--- src/hdl/size_class_buffer_recycler_core_defines.svh ---
// Assertion macros used by the buffer recycler pool store.
`ifndef SIZE_CLASS_BUFFER_RECYCLER_CORE_DEFINES_SVH
`define SIZE_CLASS_BUFFER_RECYCLER_CORE_DEFINES_SVH

// Same-cycle implication, checked outside reset.
`define SCBR_ASSERT_IMPL(lbl, ante, cons, msg) \
   lbl: assert property (@(posedge clock) disable iff (reset) (ante) |-> (cons)) \
      else $error(msg);

// Next-cycle implication, checked outside reset.
`define SCBR_ASSERT_NEXT(lbl, ante, cons, msg) \
   lbl: assert property (@(posedge clock) disable iff (reset) (ante) |=> (cons)) \
      else $error(msg);

`endif

--- src/hdl/scbr_pkg.sv ---
// Shared types and defaults for the size class buffer recycler.
package scbr_pkg;

   // Default configuration of the pool.
   localparam int SCBR_MIN_CLASS_POWER = 8;
   localparam int SCBR_MAX_CLASS_POWER = 28;
   localparam int SCBR_STACK_DEPTH     = 8;
   localparam int SCBR_HANDLE_WIDTH    = 16;

   // Fixed field widths of the item ports.
   localparam int SCBR_SIZE_W        = 32;
   localparam int SCBR_HANDLE_PORT_W = 16;
   localparam int SCBR_COUNT_W       = 32;

   // Result status codes.
   typedef enum logic [2:0] {
      STATUS_HIT     = 3'd0,
      STATUS_MISS    = 3'd1,
      STATUS_BYPASS  = 3'd2,
      STATUS_STORED  = 3'd3,
      STATUS_DROPPED = 3'd4,
      STATUS_NULL    = 3'd5
   } status_type;

   // Stack operation issued to the pool store.
   typedef struct packed {
      logic push;
      logic pop;
   } store_cmd_type;

   // Occupancy of the addressed class stack.
   typedef struct packed {
      logic has_entry;
      logic has_room;
   } store_stat_type;

endpackage

--- src/hdl/scbr_class_decode.sv ---
// Size to class decoder: round-up class and exact class match.
module scbr_class_decode
   import scbr_pkg::*;
#(
   parameter int MIN_CLASS_POWER = SCBR_MIN_CLASS_POWER,
   parameter int MAX_CLASS_POWER = SCBR_MAX_CLASS_POWER,
   parameter int CLS_W           = 5
) (
   input  logic [SCBR_SIZE_W-1:0] size,
   output logic                   fit_found,
   output logic [CLS_W-1:0]       fit_cls,
   output logic [SCBR_SIZE_W-1:0] fit_bytes,
   output logic                   exact_found,
   output logic [CLS_W-1:0]       exact_cls
);

   // Scan from the largest class down so the smallest fitting class wins.
   always_comb begin
      logic [SCBR_SIZE_W:0] lim;
      logic [SCBR_SIZE_W:0] size_ext;
      size_ext    = {1'b0, size};
      fit_found   = 1'b0;
      fit_cls     = '0;
      fit_bytes   = '0;
      exact_found = 1'b0;
      exact_cls   = '0;
      for (int p = MAX_CLASS_POWER; p >= MIN_CLASS_POWER; p--) begin
         lim = (SCBR_SIZE_W+1)'(1) << p;
         if (size_ext <= lim) begin
            fit_found = 1'b1;
            fit_cls   = CLS_W'(p - MIN_CLASS_POWER);
            fit_bytes = lim[SCBR_SIZE_W-1:0];
         end
         if (size_ext == lim) begin
            exact_found = 1'b1;
            exact_cls   = CLS_W'(p - MIN_CLASS_POWER);
         end
      end
   end

endmodule

--- src/hdl/scbr_pool_store.sv ---
// Class stack store: handle memory plus per-class fill levels.
`include "size_class_buffer_recycler_core_defines.svh"

module scbr_pool_store
   import scbr_pkg::*;
#(
   parameter int NUM_CLASSES = 21,
   parameter int STACK_DEPTH = SCBR_STACK_DEPTH,
   parameter int CLS_W       = 5,
   parameter int DATA_W      = 16
) (
   input  logic              clock,
   input  logic              reset,
   input  store_cmd_type     cmd,
   input  logic [CLS_W-1:0]  cls,
   input  logic [DATA_W-1:0] handle,
   output store_stat_type    stat,
   output logic [DATA_W-1:0] rd_data
);

   localparam int MEM_DEPTH = NUM_CLASSES * STACK_DEPTH;
   localparam int ADDR_W    = (MEM_DEPTH > 1) ? $clog2(MEM_DEPTH) : 1;
   localparam int FILL_W    = $clog2(STACK_DEPTH + 1);

   logic [FILL_W-1:0] fill_ff [NUM_CLASSES];
   logic [FILL_W-1:0] fill_in [NUM_CLASSES];
   logic [FILL_W-1:0] fill_cur;
   logic [ADDR_W-1:0] base_addr;
   logic [ADDR_W-1:0] push_addr;
   logic [ADDR_W-1:0] pop_addr;
   logic [DATA_W-1:0] mem [MEM_DEPTH];
   logic [DATA_W-1:0] rd_data_ff;

   // Occupancy of the addressed class.
   assign fill_cur       = fill_ff[cls];
   assign stat.has_entry = (fill_cur != '0);
   assign stat.has_room  = (fill_cur < FILL_W'(STACK_DEPTH));

   // Each class owns a contiguous row of STACK_DEPTH entries.
   assign base_addr = ADDR_W'(cls) * ADDR_W'(STACK_DEPTH);
   assign push_addr = base_addr + ADDR_W'(fill_cur);
   assign pop_addr  = push_addr - ADDR_W'(1);

   // Fill level moves by one on a push or a pop.
   always_comb begin
      fill_in = fill_ff;
      if (cmd.push) begin
         fill_in[cls] = fill_cur + FILL_W'(1);
      end else if (cmd.pop) begin
         fill_in[cls] = fill_cur - FILL_W'(1);
      end
   end

   always_ff @(posedge clock) begin
      if (reset) begin
         for (int i = 0; i < NUM_CLASSES; i++) begin
            fill_ff[i] <= '0;
         end
      end else begin
         fill_ff <= fill_in;
      end
   end

   // Handle memory: one write port, one registered read port.
   always_ff @(posedge clock) begin
      if (cmd.push) begin
         mem[push_addr] <= handle;
      end
      if (cmd.pop) begin
         rd_data_ff <= mem[pop_addr];
      end
   end

   assign rd_data = rd_data_ff;

   `SCBR_ASSERT_IMPL(a_one_op, cmd.push || cmd.pop, cmd.push != cmd.pop, "push and pop together")
   `SCBR_ASSERT_IMPL(a_pop_has_entry, cmd.pop, stat.has_entry, "pop from an empty class")
   `SCBR_ASSERT_IMPL(a_push_has_room, cmd.push, stat.has_room, "push into a full class")
   `SCBR_ASSERT_NEXT(a_pop_fill, cmd.pop, fill_ff[$past(cls)] == $past(fill_cur) - 1'b1, "fill not decremented")

endmodule

--- src/hdl/size_class_buffer_recycler_core.sv ---
// Top level of the size class buffer recycler: handshake, counters and result register.
//
//   channel  direction  handshake            payload
//   req      in         req_valid/req_ready  opcode, request_size, buffer_handle,
//                                            handle_class_size
//   rsp      out        rsp_valid/rsp_ready  status, class_size, granted_handle,
//                                            four 32-bit counters
//
// On the accept edge the fill level, the counters and the handle memory update; the
// result register loads later from the memory's registered read port, once the output
// register is free. A new item is accepted only after the last one has loaded it.
// Reset clears the fill levels directly; there is no clearing pass.
// While a result waits, one more item can be accepted; its result then holds in the
// read register until the output register frees up.
module size_class_buffer_recycler_core
   import scbr_pkg::*;
#(
   parameter int MIN_CLASS_POWER = SCBR_MIN_CLASS_POWER,
   parameter int MAX_CLASS_POWER = SCBR_MAX_CLASS_POWER,
   parameter int STACK_DEPTH     = SCBR_STACK_DEPTH,
   parameter int HANDLE_WIDTH    = SCBR_HANDLE_WIDTH
) (
   input  logic                          clock,
   input  logic                          reset,
   input  logic                          req_valid,
   output logic                          req_ready,
   input  logic                          req_opcode,
   input  logic [SCBR_SIZE_W-1:0]        req_request_size,
   input  logic [SCBR_HANDLE_PORT_W-1:0] req_buffer_handle,
   input  logic [SCBR_SIZE_W-1:0]        req_handle_class_size,
   output logic                          rsp_valid,
   input  logic                          rsp_ready,
   output logic [2:0]                    rsp_status,
   output logic [SCBR_SIZE_W-1:0]        rsp_class_size,
   output logic [SCBR_HANDLE_PORT_W-1:0] rsp_granted_handle,
   output logic [SCBR_COUNT_W-1:0]       rsp_acquire_count,
   output logic [SCBR_COUNT_W-1:0]       rsp_hit_count,
   output logic [SCBR_COUNT_W-1:0]       rsp_miss_count,
   output logic [SCBR_COUNT_W-1:0]       rsp_release_count
);

   localparam int NUM_CLASSES = MAX_CLASS_POWER - MIN_CLASS_POWER + 1;
   localparam int CLS_W       = (NUM_CLASSES > 1) ? $clog2(NUM_CLASSES) : 1;
   localparam int DATA_W      = (HANDLE_WIDTH < SCBR_HANDLE_PORT_W) ?
                                HANDLE_WIDTH : SCBR_HANDLE_PORT_W;

   typedef enum logic [1:0] {
      ST_IDLE = 2'b01,
      ST_READ = 2'b10
   } state_type;

   state_type                     state_ff, state_in;
   logic                          accept;
   logic                          out_free;
   logic [SCBR_SIZE_W-1:0]        size_sel;
   logic [DATA_W-1:0]             handle_kept;
   logic                          fit_found, exact_found;
   logic [CLS_W-1:0]              fit_cls, exact_cls, cls;
   logic [SCBR_SIZE_W-1:0]        fit_bytes;
   store_cmd_type                 cmd;
   store_stat_type                stat;
   logic [DATA_W-1:0]             rd_data;
   status_type                    status_now;
   logic [SCBR_SIZE_W-1:0]        csize_now;
   status_type                    status_ff;
   logic [SCBR_SIZE_W-1:0]        csize_ff;
   logic [SCBR_COUNT_W-1:0]       acq_ff, hit_ff, miss_ff, rel_ff;
   logic                          rsp_valid_ff, rsp_valid_in;
   logic [2:0]                    rsp_status_ff;
   logic [SCBR_SIZE_W-1:0]        rsp_class_size_ff;
   logic [SCBR_HANDLE_PORT_W-1:0] rsp_granted_ff;
   logic [SCBR_COUNT_W-1:0]       rsp_acq_ff, rsp_hit_ff, rsp_miss_ff, rsp_rel_ff;

   assign req_ready = (state_ff == ST_IDLE);
   assign accept    = req_valid && req_ready;
   assign out_free  = !rsp_valid_ff || rsp_ready;

   // Release items decode their given class size, acquires the requested size.
   assign size_sel    = req_opcode ? req_handle_class_size : req_request_size;
   assign handle_kept = req_buffer_handle[DATA_W-1:0];
   assign cls         = req_opcode ? exact_cls : fit_cls;

   scbr_class_decode #(
      .MIN_CLASS_POWER (MIN_CLASS_POWER),
      .MAX_CLASS_POWER (MAX_CLASS_POWER),
      .CLS_W           (CLS_W)
   ) u_decode (
      .size        (size_sel),
      .fit_found   (fit_found),
      .fit_cls     (fit_cls),
      .fit_bytes   (fit_bytes),
      .exact_found (exact_found),
      .exact_cls   (exact_cls)
   );

   // Decide the outcome of the item at the input and issue the stack operation.
   always_comb begin
      cmd = '0;
      if (!req_opcode) begin
         if (!fit_found) begin
            status_now = STATUS_BYPASS;
            csize_now  = req_request_size;
         end else begin
            csize_now = fit_bytes;
            if (stat.has_entry) begin
               status_now = STATUS_HIT;
               cmd.pop    = accept;
            end else begin
               status_now = STATUS_MISS;
            end
         end
      end else begin
         csize_now = req_handle_class_size;
         if (handle_kept == '0) begin
            status_now = STATUS_NULL;
         end else if (exact_found && stat.has_room) begin
            status_now = STATUS_STORED;
            cmd.push   = accept;
         end else begin
            status_now = STATUS_DROPPED;
         end
      end
   end

   scbr_pool_store #(
      .NUM_CLASSES (NUM_CLASSES),
      .STACK_DEPTH (STACK_DEPTH),
      .CLS_W       (CLS_W),
      .DATA_W      (DATA_W)
   ) u_store (
      .clock   (clock),
      .reset   (reset),
      .cmd     (cmd),
      .cls     (cls),
      .handle  (handle_kept),
      .stat    (stat),
      .rd_data (rd_data)
   );

   // Wrapping event counters, updated on the accept edge.
   always_ff @(posedge clock) begin
      if (reset) begin
         acq_ff  <= '0;
         hit_ff  <= '0;
         miss_ff <= '0;
         rel_ff  <= '0;
      end else if (accept) begin
         if (!req_opcode) begin
            acq_ff <= acq_ff + SCBR_COUNT_W'(1);
         end
         if (status_now == STATUS_HIT) begin
            hit_ff <= hit_ff + SCBR_COUNT_W'(1);
         end
         if (status_now inside {STATUS_MISS, STATUS_BYPASS}) begin
            miss_ff <= miss_ff + SCBR_COUNT_W'(1);
         end
         if (req_opcode && handle_kept != '0) begin
            rel_ff <= rel_ff + SCBR_COUNT_W'(1);
         end
      end
   end

   // Outcome of the item in flight, held until the result register loads.
   always_ff @(posedge clock) begin
      if (accept) begin
         status_ff <= status_now;
         csize_ff  <= csize_now;
      end
   end

   // Sequencer: accept, then wait for the result register.
   always_comb begin
      state_in = state_ff;
      case (state_ff)
         ST_IDLE: begin
            if (accept) begin
               state_in = ST_READ;
            end
         end
         ST_READ: begin
            if (out_free) begin
               state_in = ST_IDLE;
            end
         end
         default: begin
            state_in = ST_IDLE;
         end
      endcase
   end

   always_ff @(posedge clock) begin
      if (reset) begin
         state_ff <= ST_IDLE;
      end else begin
         state_ff <= state_in;
      end
   end

   // Result register.
   always_comb begin
      rsp_valid_in = rsp_valid_ff && !rsp_ready;
      if (state_ff == ST_READ && out_free) begin
         rsp_valid_in = 1'b1;
      end
   end

   always_ff @(posedge clock) begin
      if (reset) begin
         rsp_valid_ff <= 1'b0;
      end else begin
         rsp_valid_ff <= rsp_valid_in;
      end
   end

   always_ff @(posedge clock) begin
      if (state_ff == ST_READ && out_free) begin
         rsp_status_ff     <= status_ff;
         rsp_class_size_ff <= csize_ff;
         rsp_granted_ff    <= (status_ff == STATUS_HIT) ?
                              SCBR_HANDLE_PORT_W'(rd_data) : '0;
         rsp_acq_ff        <= acq_ff;
         rsp_hit_ff        <= hit_ff;
         rsp_miss_ff       <= miss_ff;
         rsp_rel_ff        <= rel_ff;
      end
   end

   assign rsp_valid          = rsp_valid_ff;
   assign rsp_status         = rsp_status_ff;
   assign rsp_class_size     = rsp_class_size_ff;
   assign rsp_granted_handle = rsp_granted_ff;
   assign rsp_acquire_count  = rsp_acq_ff;
   assign rsp_hit_count      = rsp_hit_ff;
   assign rsp_miss_count     = rsp_miss_ff;
   assign rsp_release_count  = rsp_rel_ff;

endmodule

--- config.mk ---
export PLATFORM = sky130hd
export DESIGN_NAME = size_class_buffer_recycler_core
export DESIGN_NICKNAME = d
export VERILOG_FILES = /design/src/hdl/scbr_pkg.sv /design/src/hdl/scbr_class_decode.sv /design/src/hdl/scbr_pool_store.sv /design/src/hdl/size_class_buffer_recycler_core.sv
export VERILOG_INCLUDE_DIRS = /design/src /design/src/hdl
export SDC_FILE = /design/constraint.sdc
export NUM_CORES = 2
export LEC_CHECK = 0
export ABC_CLOCK_PERIOD_IN_PS = 10700
export BUFFER_PORTS_ARGS = -buffer_cell sky130_fd_sc_hd__buf_2
export CAP_MARGIN = 30
export CORE_ASPECT_RATIO = 1.2
export CORE_MARGIN = 3
export CORE_UTILIZATION = 60
export CTS_CLUSTER_SIZE = 24
export DETAILED_ROUTE_END_ITERATION = 6
export HOLD_SLACK_MARGIN = 0.06
export PLACE_DENSITY = 0.74
export SYNTH_ARGS = -nofsm -noshare
export SYNTH_HDL_FRONTEND = slang
export SYNTH_SLANG_ARGS = --single-unit
export TNS_END_PERCENT = 100
--- constraint.sdc ---
create_clock -name clock -period 10.7 [get_ports clock]
set_input_delay 0.535 -clock clock [delete_from_list [all_inputs] [get_ports clock]]
set_output_delay 0.535 -clock clock [all_outputs]
set_load 0.01 [all_outputs]
; After elaboration in Yosys (flattened, before gate mapping)
; Memory sizes are Yosys's and may differ from the RTL's. A register that Yosys moved wholly into a read port is not among the register bits.
; Index checks and enable logic that the tools add are counted.
[totals]
reg_bits = 429
latch_bits = 0
ramBits = 2688
romBits = 0
inputBits = 85
output_inout_bits = 181
elab_cells = 254
memories = 1
[op_classes]
add_sub_neg = 8
mul = 0
div_mod_pow = 0
order_cmp = 24
eq_ne = 27
shifts = 0
n_mux = 135
bitwise_logic = 2
n_reduce_logical = 21
[mem_list]
columns = name, words, width, read_ports, rd_ports_with_merged_regs, write_ports, line
row1 = u_store.mem, 168, 16, 1, 1, 1, scbr_pool_store.sv:31  ; logic [DATA_W-1:0] mem [MEM_DEPTH];
[op_table]
columns = op, count
row1 = $mux 29, 21
row2 = $mux 5, 43
row3 = $bwmux 84, 2
row4 = $mux 84, 2
row5 = $add 32x1->32 const B, 4
row6 = $mux 32, 3
row7 = $mux 1, 52
row8 = $eq 32x10->1 const B, 1
row9 = $eq 32x11->1 const B, 1
row10 = $eq 32x12->1 const B, 1
row11 = $eq 32x13->1 const B, 1
row12 = $eq 32x14->1 const B, 1
row13 = $eq 32x15->1 const B, 1
row14 = $eq 32x16->1 const B, 1
row15 = $eq 32x17->1 const B, 1
row16 = $eq 32x18->1 const B, 1
row17 = $eq 32x19->1 const B, 1
row18 = $eq 32x20->1 const B, 1
row19 = $eq 32x21->1 const B, 1
row20 = $eq 32x22->1 const B, 1
row21 = $eq 32x23->1 const B, 1
row22 = $eq 32x24->1 const B, 1
row23 = $eq 32x25->1 const B, 1
row24 = $eq 32x26->1 const B, 1
row25 = other kinds (55), 73

; Longest topological paths before layout
[depth]
depth_word = 36
depth_mapped = 44
ltp_nobuf = 24

; By module
; Synthesis repeated with hierarchy kept, for this count alone.
[unflattened]
cells_unflattened = 6509
hier_area_um2 = 123407.1
[by_module_without_submodules]
columns = mod, n_inst, cells_each, area_per_inst_um2, seq_area_each_um2
row1 = scbr_pool_store, 1, 5183, 108373.9, 82879.5
row2 = size_class_buffer_recycler_core, 1, 1125, 13680.6, 9048.7
row3 = scbr_class_decode, 1, 201, 1352.5, 0.0

; Worst setup path before layout
; No wires, ideal clock.
[synth_timing]
path_kind = input -> register
start = in rsp_ready
end = reg rsp_acq_ff[0], in the netlist rsp_acquire_count[0] (enable)
setup_ns = 0.742
t_arrival_ns = 8.532
required_ns = 9.958
setup_slack_ns = 1.426
stages = 2
path_buffers = 0
path_cell_list = nand2b_1 -> nor2b_1
[synth_between]
elab_chain_cells = 2
[synth_rtl]
columns = item, line
row1 = from (decl), size_class_buffer_recycler_core.sv:32  ; input logic rsp_ready,
row2 = $logic_or 1x1->1, size_class_buffer_recycler_core.sv:76  ; assign out_free = !rsp_valid_ff || rsp_ready;
row3 = $logic_and 1x1->1, size_class_buffer_recycler_core.sv:216  ; if (state_ff == ST_READ && out_free) begin
row4 = to (signal assigned), size_class_buffer_recycler_core.sv:221  ; rsp_acq_ff <= acq_ff;
row5 = to (decl), size_class_buffer_recycler_core.sv:72  ; logic [SCBR_COUNT_W-1:0] rsp_acq_ff, rsp_hit_ff, rsp_miss_ff, rsp_rel_ff;
; Every way passes these cells.
; A chain may end at the register's enable or synchronous reset.

; Final worst setup path
[layout_timing]
start = in req_opcode
end = reg u_store.rd_data_ff[11], in the netlist u_store.rd_data[11], read port of u_store.mem (data pin)
[layout_between]
elab_chain_cells = 32
elab_cells_between_ends = 117
classes_between = add/sub (2) / order compare (21) / eq/ne (21) / mux (71) / bitwise (1) / reduce/logical (1)
[layout_rtl]
columns = item, line
row1 = from (decl), size_class_buffer_recycler_core.sv:27  ; input logic req_opcode,
row2 = branches (longest 32 deep; another with $le 32x29->1), -
row3 = to (decl), scbr_pool_store.sv:32  ; logic [DATA_W-1:0] rd_data_ff;
; Several ways; the timed one is not identified. The select of a mux whose other input is x is not followed.

==> flow_summary.toml <==
[sta]
max_clock_freq_mhz = 110
final.setup.tns_ns = 0
worstMarginPinSlew_ns = 1.45
rsz0062_at_grt = "no"
period_share_pct = 85.0
final_period_minus_worst_setup_slack_ns = 9.09
slew_violations = 0
worst_setup_skew_after_layout_ns = 0.0696
timing.final.setup_violations = 0
timing.final.hold_violations = 0
max-slew-margin-rel_pct = 3.52

[synthesis]
post_synthesis_compound_gate_area_fraction_pct = 2.50
synth.mux.area_fraction_pct = 15.5
synth_top_family_by_area = "multiplexers"
count_of_flip_flops_with_a_built_in_enable_after_synthesis = 2918
synth-simple-area-share_pct = 5.11
synth_top_area_share_pct = 71.1
synth-seq-area-share_pct = 74.6
yosys.area_share.xor_xnor_pct = 0.917
synthesized_netlist_cell_count = 6323
synthArstFlopShare_pct = 0
syn_area_sq_mm = 0.123
synthDistinctLibCells = 100
synth_top_cells_by_area = "edfxtp_1, mux4_2, dfxtp_1, nor2_1, mux2i_1"
syn-mean-instance-area_sq_um = 19.5
yosysTopAreaCell = "edfxtp_1"
synth_adder_area_share_pct = 0.101
ys_warn_count = 0
main_flop_type_after_synthesis = "edfxtp_1"
net_count_after_synthesis = 6418
synth-seq-cells = 3133

[final_layout]
flow.area_growth_from_synthesis_pct = 13.8
drive_above_1_share_pct = 26.6
finish.net_count = 7109
area_used_by_multi_input_combinational_logic_sq_mm = 0.0299
most-common-layout-cells = "edfxtp_1, mux4_2, nor2_1, buf_4, nand2_1"
num-fill-cells = 12400
seqCellArea_sq_mm = 0.0919
mostFrequentLayoutCell = "edfxtp_1"

[route]
detailedRoute.firstIterationViolations = 9521
route.layer.met1.wl_um = 119000
met3_wirelength_um = 37200
via_count = 67900
topRoutingLayerUsed = "met5"
firstDrtPassIters = 7
routed_wirelength_um = 341000
drt_drc_violations_left = 13
detail_route.vias_per_cell = 6.86
final_antenna_net_count = 0
detailroute.wirelength.met2_um = 164000
detail_route.wl_per_cell_um = 34.5

[power]
cellPowerDensity_mw_per_mm2 = 188
leakagePower_nw = 46.5
fin_total_pwr_mw = 26.3
irDropWorstVdd_v = 0.000211

[clocking]
cts.path.max_buffers = 4
cts.sinks = 3133
cts_inserted_buffers = 310
cts.clk_slew.worst_paths_ns = 0.06
cts_tree = "done"
root_buffer = "clkbuf_16"
htree_levels = 5
worstSkewPairLatency_ns = 0.97
post-cts-setup-buffers = 0

[worst_setup_path]
critPathRequiredTime_ns = 11.39
slowest_delay_ns = 1.25
endpoint_kind = "flip-flop"
cp.buffers_inverters = 6
timing_worst_setup_path_type = "input port to flip-flop"
worstPathCellList = "buf_4 > or3b_1 > a222oi_1 > o21a_1 > nand3_1 > a21boi_0 > or3_1 > o21ai_1 > buf_4 > nand2_1 > inv_2 > mux4_2 > a32o_1 > a2111oi_4 > buf_4 > ha_4 > buf_4 > mux4_2 > mux2i_1 > o22ai_1 > o21ai_0 > buf_4 > nand4_1 > a211o_1"
crit_top_cell = "buf_4"
cp_data_arrival_time_ns = 9.78
cpMaxStageDelayCell = "a222oi_1"
launching_element_type_of_the_critical_path = "input port"
worst_path_dominant_cell_family = "compound AO/OA/AOI/OAI gates"
path_max_fanout = 93

[floorplanning]
die_x_um = 420
num_rows = 181
start_util_pct = 60.6
boundaryPins = 266
placeableCoreArea_sq_mm = 0.204
floorplan.die_area_sq_mm = 0.211
die_h_um = 503

[grt]
grt_start_max_net_pins = 116
grt_first_pass_wirelength_um = 487000
grt_util_all_layers_pct = 32.7
first_global_vias = 67100
globalRoute.totalOverflow = 0
antenna_violations_before_repair = 26

[outcome]
failed_checks = "DRC"
outcome = "finished with violations"

[placed_design]
routabilityCongestion = 1.04
io_buffer_count = 265
place.detailed.hpwl_um = 207000

[run]
drv_cap = 0

[hold_path]
hp-class = "input port to flip-flop"
[layout make-up]
| class | instances | area share (%) |
|---|---|---|
| flip-flops and latches | 3133 | 65.6 |
| multi-input cells | 2822 | 21.3 |
| clock buffers | 391 | 5.90 |
| repair buffers | 709 | 3.86 |
| well taps | 2653 | 2.37 |
| clock inverters | 139 | 0.906 |
| inverters | 38 | 0.109 |
| diodes | 10 | 0.0178 |
[per-stage QoR]
step           hold slack, ns  std cells  utilization [%]  area (sq um)  setup slack (ns)
3_3_place_gp            0.401       9285             63.8        130000             0.953
5_1_grt                0.0963       9888             68.9        140000              1.36
2_1_floorplan           0.400       6323                -        123000              1.43
4_1_cts                0.0610       9876             68.8        140000              1.92
6_report                0.101       9895             68.9        140000              1.61
3_5_place_dp            0.405       9293             63.8        130000              1.02
[report_power, final]
group	switching (mW)	leakage [nW]	internal (mW)
Clock	4.43	4.68	6.01
Combinational	1.55	13.6	0.933
Sequential	0.00675	28.3	13.4
Total	5.99	46.5	20.3
[worst paths after layout]
path / start / endpoint / slack [ns] / cells after the start
max: req_opcode / u_store.rd_data[11] / 1.61 / 24
min: req_buffer_handle[3] / u_store.mem[35][3] / 0.10 / 1
max reg2reg: flip-flop / u_store.rd_data[11] / 5.26 / 15
min reg2reg: csize_ff[11] / rsp_class_size[11] / 0.42 / 0
[worst reg2reg max path: stages (launching register included)]
cell and delay (ns):
dfxtp_1 0.47, nand3_1 0.11, a22oi_1 0.20, o211a_1 0.19, o2111ai_1 0.17, nor3_4 0.33
buf_4 0.30, ha_4 0.63, buf_4 0.63, mux4_2 0.43, mux2i_1 0.76, o22ai_1 0.19
o21ai_0 0.30, buf_4 0.17, nand4_1 0.07, a211o_1 0.24
[per-layer routing]
metal	up-vias	track usage, %
met3	936	7.44
li1	27300	-
met4	12	17.5
met5	-	0
met1	34900	43.1
met2	4713	51.5
[cell usage after synthesis (28+ instances only)]
master / count
a21oi_1: 69
and2_1: 28
and3_1: 59
buf_2: 84
buf_4: 30
clkbuf_1: 194
dfxtp_1: 215
edfxtp_1: 2918
inv_1: 33
mux2i_1: 147
mux4_2: 769
nand2_1: 323
nand3_1: 152
nand4_1: 60
nor2_1: 427
nor3_1: 74
o21ai_0: 65
o22ai_1: 39
or3_1: 41
xnor2_1: 30
xor2_1: 99
[cells by family after synthesis]
kind of cell	count (synthesis)
mux	940
fa+ha+maj	10
xor+xnor	129
flops	3133
buf+inv	368
simple gates	1310
compound gates	433
[flip-flops by register name, indices dropped and copies added, names as in the netlist, named ones only]
name                cells
rsp_class_size         32
rsp_hit_count          32
rel_ff                 32
rsp_valid               1
rsp_status              3
u_store.rd_data        16
hit_ff                 32
state_ff                2
miss_ff                32
status_ff               3
acq_ff                 32
rsp_granted_handle     16
rsp_miss_count         32
u_store.mem          2688
u_store.fill_ff        63
rsp_acquire_count      32
rsp_release_count      32
csize_ff               32
[timing repair]
item                      in CTS  in global routing
gates resized for setup        0                  0
hold buffers                  53                  0
hold endpoints to repair     293                  0
Power figures use the tool's default switching activity.
